## src/design/lpcp_dly.sv

```systemverilog
// ----------------------------------------------------------------------------
// lpcp_dly
// Stallable delay line for side data that rides next to the arithmetic,
// with a valid bit per stage.
// ----------------------------------------------------------------------------
module lpcp_dly #(
	parameter int WIDTH = 8,
	parameter int DEPTH = 1
) (
	input  logic             clk,
	input  logic             arst_n,
	input  logic             en,
	input  logic             in_valid,
	input  logic [WIDTH-1:0] in_data,
	output logic             out_valid,
	output logic [WIDTH-1:0] out_data
);

	logic             vld_s [DEPTH];
	logic [WIDTH-1:0] dat_s [DEPTH];

	genvar k;
	generate
		for (k = 0; k < DEPTH; k++) begin : g_tap
			logic             v_in;
			logic [WIDTH-1:0] d_in;

			if (k == 0) begin : g_first
				assign v_in = in_valid;
				assign d_in = in_data;
			end else begin : g_next
				assign v_in = vld_s[k-1];
				assign d_in = dat_s[k-1];
			end

			always_ff @(posedge clk or negedge arst_n) begin
				if (!arst_n) begin
					vld_s[k] <= 1'b0;
				end else if (en) begin
					vld_s[k] <= v_in;
				end
			end

			always_ff @(posedge clk) begin
				if (en) begin
					dat_s[k] <= d_in;
				end
			end
		end
	endgenerate

	assign out_valid = vld_s[DEPTH-1];
	assign out_data  = dat_s[DEPTH-1];

endmodule

```

## config.mk

```make
export PLATFORM = sky130hd
export DESIGN_NAME = lpcp_dly
export DESIGN_NICKNAME = d
export VERILOG_FILES = /design/src/design/lpcp_dly.sv
export SDC_FILE = /design/constraint.sdc
export NUM_CORES = 1
export LEC_CHECK = 0
export ABC_AREA = 1
export BUFFER_PORTS_ARGS = -buffer_cell sky130_fd_sc_hd__clkbuf_2
export CORE_AREA = 5 5 42 44
export CTS_BUF_LIST = sky130_fd_sc_hd__clkbuf_8 sky130_fd_sc_hd__clkbuf_16
export DETAILED_ROUTE_END_ITERATION = 6
export DIE_AREA = 0 0 47 49
export GPL_TIMING_DRIVEN = 0
export PLACE_DENSITY = 0.54
export SYNTH_ARGS = -nofsm -noshare
export SYNTH_HDL_FRONTEND = slang
export SYNTH_SLANG_ARGS = --single-unit
```

## constraint.sdc

```tcl
create_clock -name clk -period 0.8 [get_ports clk]
set_clock_uncertainty 0.05 [all_clocks]
set_input_delay 0.12 -clock clk [delete_from_list [all_inputs] [get_ports clk]]
set_output_delay 0.12 -clock clk [all_outputs]
set_load 0.02 [all_outputs]
```

==> flow_summary.ini, run 1 <==
[status]
status = finished with violations
violations = setup timing

[sta]
finalCritPeriodShare = 1.160
setup_tns_ns = -0.9600
slew_headroom = 0.8476
setup_ws_ns = -0.1276
worst_hold_slack_ns = 0.02023
tightest_slew_ns = 0.2286
fmax_mhz = 1078
final_max_slew_viol_count = 0
fin_crit_ns = 0.9276
rsz0062_at_grt = yes
hold_viol_final = 0
setup-violations-final = 9

[finish]
layout_common_cells = clkbuf_2, edfxtp_1, buf_2
fillers = 154
layout_commonest_cell = clkbuf_2
utilization = 0.3429
antenna_cells = 0
finalNetCount = 51
drive_gt1_frac = 0.6053
instances_no_fill = 54
areaGrowthSynthToFinish_pct = 71.43

[clocking]
cts_root_buf = clkbuf_8
ctsHtreeMaxLevel = 1
cts.path.max_buffers = 2
cts_tree = built
clk_pin_slew_ns = 0.04
clk_latency_ns = 0.22
cts-buffers-inserted = 3
cts_setup_buffers = 0
cts.sinks = 9

[setup_path]
critPathArrivalTime_ns = 0.76
cp_data_required_time_ns = 0.63
slowest_stage = edfxtp_1
r2r_start = out_valid
path_class = reg -> out
crit_path_end_kind = output pin
crit_cells = 1
cp_slowest_stage_delay_ns = 0.37
cp-startpoint = dat_s[0][0]
path_max_fanout = 1
reg2reg_depth = 2
crit_buf_inv = 1
crit_chain = buf_2
crit_family = flip-flops
cp-start-kind = flop

[pwr]
clockPowerShare = 0.406
powerDensity_mw_per_mm2 = 2497
cellLeakagePower_nw = 0.2251
p_int_w = 0.0009546
p_switching_w = 0.0002450
peakVddDrop_v = 0.0009186
power.switching_fraction = 0.2043
p_seq_frac = 0.474
power.total_w = 0.001200
power_frac_comb = 0.120

[die]
dieWidth_um = 47
die_area_sq_mm = 0.002303
placementRows = 14
die_y_um = 49
core_sq_mm = 0.001401
initial_core_util = 0.2000
pin_count = 21

[logic_synthesis]
synth_seq_cells = 9
yosysWarnings = 0
ys_types = 4
synth_area_per_cell_sq_um = 21.56
synth_area_leaders = edfxtp_1, dfrtp_1, nand2_1, inv_1
syn-cell-area_sq_um = 280.3
synth_top_area_cell = edfxtp_1
synth_seq_area_share = 0.9464
synth_fp_nets = 25
synth_top_area_share = 0.8571
netlist_instances = 13

[hold_path]
min_path_type = in -> reg
hold_start = in_data[6]
holdPathStages = 1

[detailed_routing]
antenna_left = 0
drcViolationCount = 0
num_vias = 201
avgViaCountPerCell = 3.722
routed_wl_um = 554
drtIter0Drc = 2
dr.pass1.iters = 2
routedWlPerCell_um = 10.26

[place]
place_inst = 49
io_buffer_count = 20
gp_congestion = 0.6589

[global_route]
grt_max_degree = 11
overflow = 0
grt_pass1_vias = 181
grt_antenna_before_repair = 0
grt_pass1_wl_um = 745
track_usage = 0.05000

[flow_run]
cap_violations = 0
==> timing repair <==
action,4_1_cts,5_1_grt
endpoints found under the setup margin,9,9
hold endpoints to repair,1,0
resized for setup,0,17
hold buffers,1,0
==> cells by family after synthesis <==
group	synth area share
and+or+nand+nor	0.04018
buffers and inverters	0.01338
DFF	0.9464
==> routing by layer <==
metal	track usage	vias up	wire length [um]
met4	0.05530	0	0
met3	0.04059	0	130
li1	-	95	-
met1	0.05057	88	206
met2	0.05656	18	217
met5	0	-	0
==> cell usage after synthesis <==
cell      count
edfxtp_1      8
dfrtp_1       1
inv_1         1
nand2_1       3
==> final cells by class <==
class / count / area [sq um] / area share
sequential: 9 / 265.3 / 0.5521
tap: 16 / 20.02 / 0.04167
timing repair buffer: 21 / 135.1 / 0.2813
multi-input combinational: 3 / 11.26 / 0.02344
clock buffer: 3 / 41.29 / 0.08594
clock inverter: 1 / 3.754 / 0.007812
inverter: 1 / 3.754 / 0.007812
==> sequential cells by signal, summed over array words and instances, names as in the netlist <==
signal,count
dat_s,8
out_valid,1
==> stage by stage <==
stage / setup slack, ns / cell area, sq um
detailed placement: 0.08345 / 400.4
floorplan: 0.07398 / 280.3
global placement: 0.08078 / 400.4
CTS: -0.1423 / 455.4
global route: -0.1593 / 480.5
finish: -0.1276 / 480.5
==> final timing paths <==
| check | end | slack [ns] |
|---|---|---|
| max | out_data[0] | -0.13 |
| max in group asynchronous | out_valid | 0.46 |
| min reg2reg | out_valid | 0.45 |
| min in group asynchronous | out_valid | 0.16 |
| max reg2reg | out_valid | 0.14 |
| min | dat_s[0][6] | 0.02 |
==> power by group through the flow <==
stage	combinational (W)	clock, W	sequential [W]
final	0.000144	0.000487	0.000568
after global routing	0.000153	0.000534	0.000572
after CTS	0.000127	0.000514	0.000565
after detailed placement	0.000123	0	0.000573
after global placement	0.000123	0	0.000573
after floorplan	0.00000479	0	0.000623
Note: power is estimated with default switching activity, not from simulation.
==> run 2: changes to the inputs <==
--- a/constraint.sdc
+++ b/constraint.sdc
@@ -3,3 +3,3 @@
 set_input_delay 0.12 -clock clk [delete_from_list [all_inputs] [get_ports clk]]
 set_output_delay 0.12 -clock clk [all_outputs]
-set_load 0.02 [all_outputs]
+set_load 0.005 [all_outputs]
==> flow_summary.ini, run 2 (same netlist as run 1, synthesis figures left out) <==
[setup_path]
crit_path_end_kind = output pin
cp_slowest_stage_delay_ns = 0.37
crit_family = flip-flops
path_class = reg -> out
crit_chain = clkbuf_2
crit_buf_inv = 1
cp_data_required_time_ns = 0.63
slowest_stage = edfxtp_1
path_max_fanout = 1
critPathArrivalTime_ns = 0.72
cp-start-kind = flop

[global_route]
grt_antenna_before_repair = 0
track_usage = 0.05000
grt_pass1_vias = 181
overflow = 0
grt_max_degree = 11
grt_pass1_wl_um = 745

[place]
place_inst = 49
post_dp_cell_area_sq_um = 400.4
gp_congestion = 0.6589
io_buffer_count = 20

[clocking]
ctsHtreeMaxLevel = 1
ctsResizeCount = 0
clk_latency_ns = 0.22
cts.sinks = 9
cts.path.max_buffers = 2
cts_setup_buffers = 0
cts_tree = built
cts-buffers-inserted = 3
cts_root_buf = clkbuf_8
clk_pin_slew_ns = 0.04

[finish]
finalNetCount = 51
areaGrowthSynthToFinish_pct = 62.50
instances_no_fill = 54
largest_reg_flops = 8
antenna_cells = 0
layout_common_cells = clkbuf_2, edfxtp_1, nand2_1, clkbuf_8, inv_1
drive_gt1_frac = 0.6053
fin_area_sq_um = 455.4
layout_commonest_cell = clkbuf_2
largest_register = dat_s

[sta]
worst_hold_slack_ns = 0.02023
setup_tns_ns = -0.5742
hold_viol_final = 0
slew_headroom = 0.8479
tightest_slew_ns = 0.2282
final_max_slew_viol_count = 0
setup-violations-final = 9
setup_ws_ns = -0.08507
fin_crit_ns = 0.8851
rsz0062_at_grt = yes
fmax_mhz = 1130
finalCritPeriodShare = 1.106

[pwr]
p_switching_w = 0.0002004
power.total_w = 0.001135
clockPowerShare = 0.429
cellLeakagePower_nw = 0.2187
p_int_w = 0.0009342
power.switching_fraction = 0.1767
powerDensity_mw_per_mm2 = 2491
power_frac_comb = 0.072
p_seq_frac = 0.498
peakVddDrop_v = 0.0008677

[detailed_routing]
antenna_left = 0
num_vias = 201
routedWlPerCell_um = 9.963
avgViaCountPerCell = 3.722
drtIter0Drc = 2
routed_wl_um = 538
drcViolationCount = 0
dr.pass1.iters = 2

[die]
initial_core_util = 0.2000
die_area_sq_mm = 0.002303
core_sq_mm = 0.001401
dieWidth_um = 47
placementRows = 14
pin_count = 21
die_y_um = 49

[status]
violations = setup timing
status = finished with violations

[hold_path]
min_path_type = in -> reg

[flow_run]
cap_violations = 0
[run 2: changes by cell type in the layout (fill, tap and decap cells not counted)]
cell / before / now
buf_2: 5 / 0
clkbuf_2: 11 / 20
buf_6: 4 / 0
[run 2: repair_timing]
item | in CTS | in global routing
hold buffers | 1 | 0
endpoints found under the setup margin | 9 | 9
endpoints found under the hold margin | 1 | 0
[run 2: metal layers]
layer / up-vias / wire length, um / GRT usage
li1: 95 / - / -
met1: 88 / 199 / 0.05057
met2: 18 / 198 / 0.05656
met3: 0 / 140 / 0.04059
met4: 0 / 0 / 0.05530
met5: - / 0 / 0
[run 2: power groups by stage]
| stage | sequential [W] | clock [W] | combinational, W |
|---|---|---|---|
| 6_report | 0.000565 | 0.000487 | 0.0000822 |
| 5_1_grt | 0.000569 | 0.000534 | 0.0000913 |
| 4_1_cts | 0.000565 | 0.000514 | 0.0000844 |
| 3_5_place_dp | 0.000573 | 0 | 0.0000805 |
| 3_3_place_gp | 0.000573 | 0 | 0.0000805 |
| 2_1_floorplan | 0.000579 | 0 | 0.00000481 |
[run 2: final cells by class]
cell class	instances	area [sq um]
well taps	16	20.02
clock buffers	3	41.29
fillers	157	945.9
repair buffers	21	110.1
inverters	1	3.754
clock inverters	1	3.754
flip-flops and latches	9	265.3
multi-input cells	3	11.26
[run 2: per-stage QoR]
step           setup WS [ns]    util
2_1_floorplan         0.1685       -
3_3_place_gp         0.08078  0.2857
3_5_place_dp         0.08345  0.2857
4_1_cts             -0.09872  0.3250
5_1_grt              -0.1330  0.3250
6_report            -0.08507  0.3250
[run 2: worst paths after layout]
path,startpoint,endpoint,slack (ns),depth (start not counted)
min,in_data[6],dat_s[0][6],0.02,1
min reg2reg,out_valid,out_valid,0.43,2
min in group asynchronous,arst_n,out_valid,0.16,2
max in group asynchronous,arst_n,out_valid,0.46,2
max reg2reg,out_valid,out_valid,0.16,2
max,dat_s[0][0],out_data[0],-0.09,1
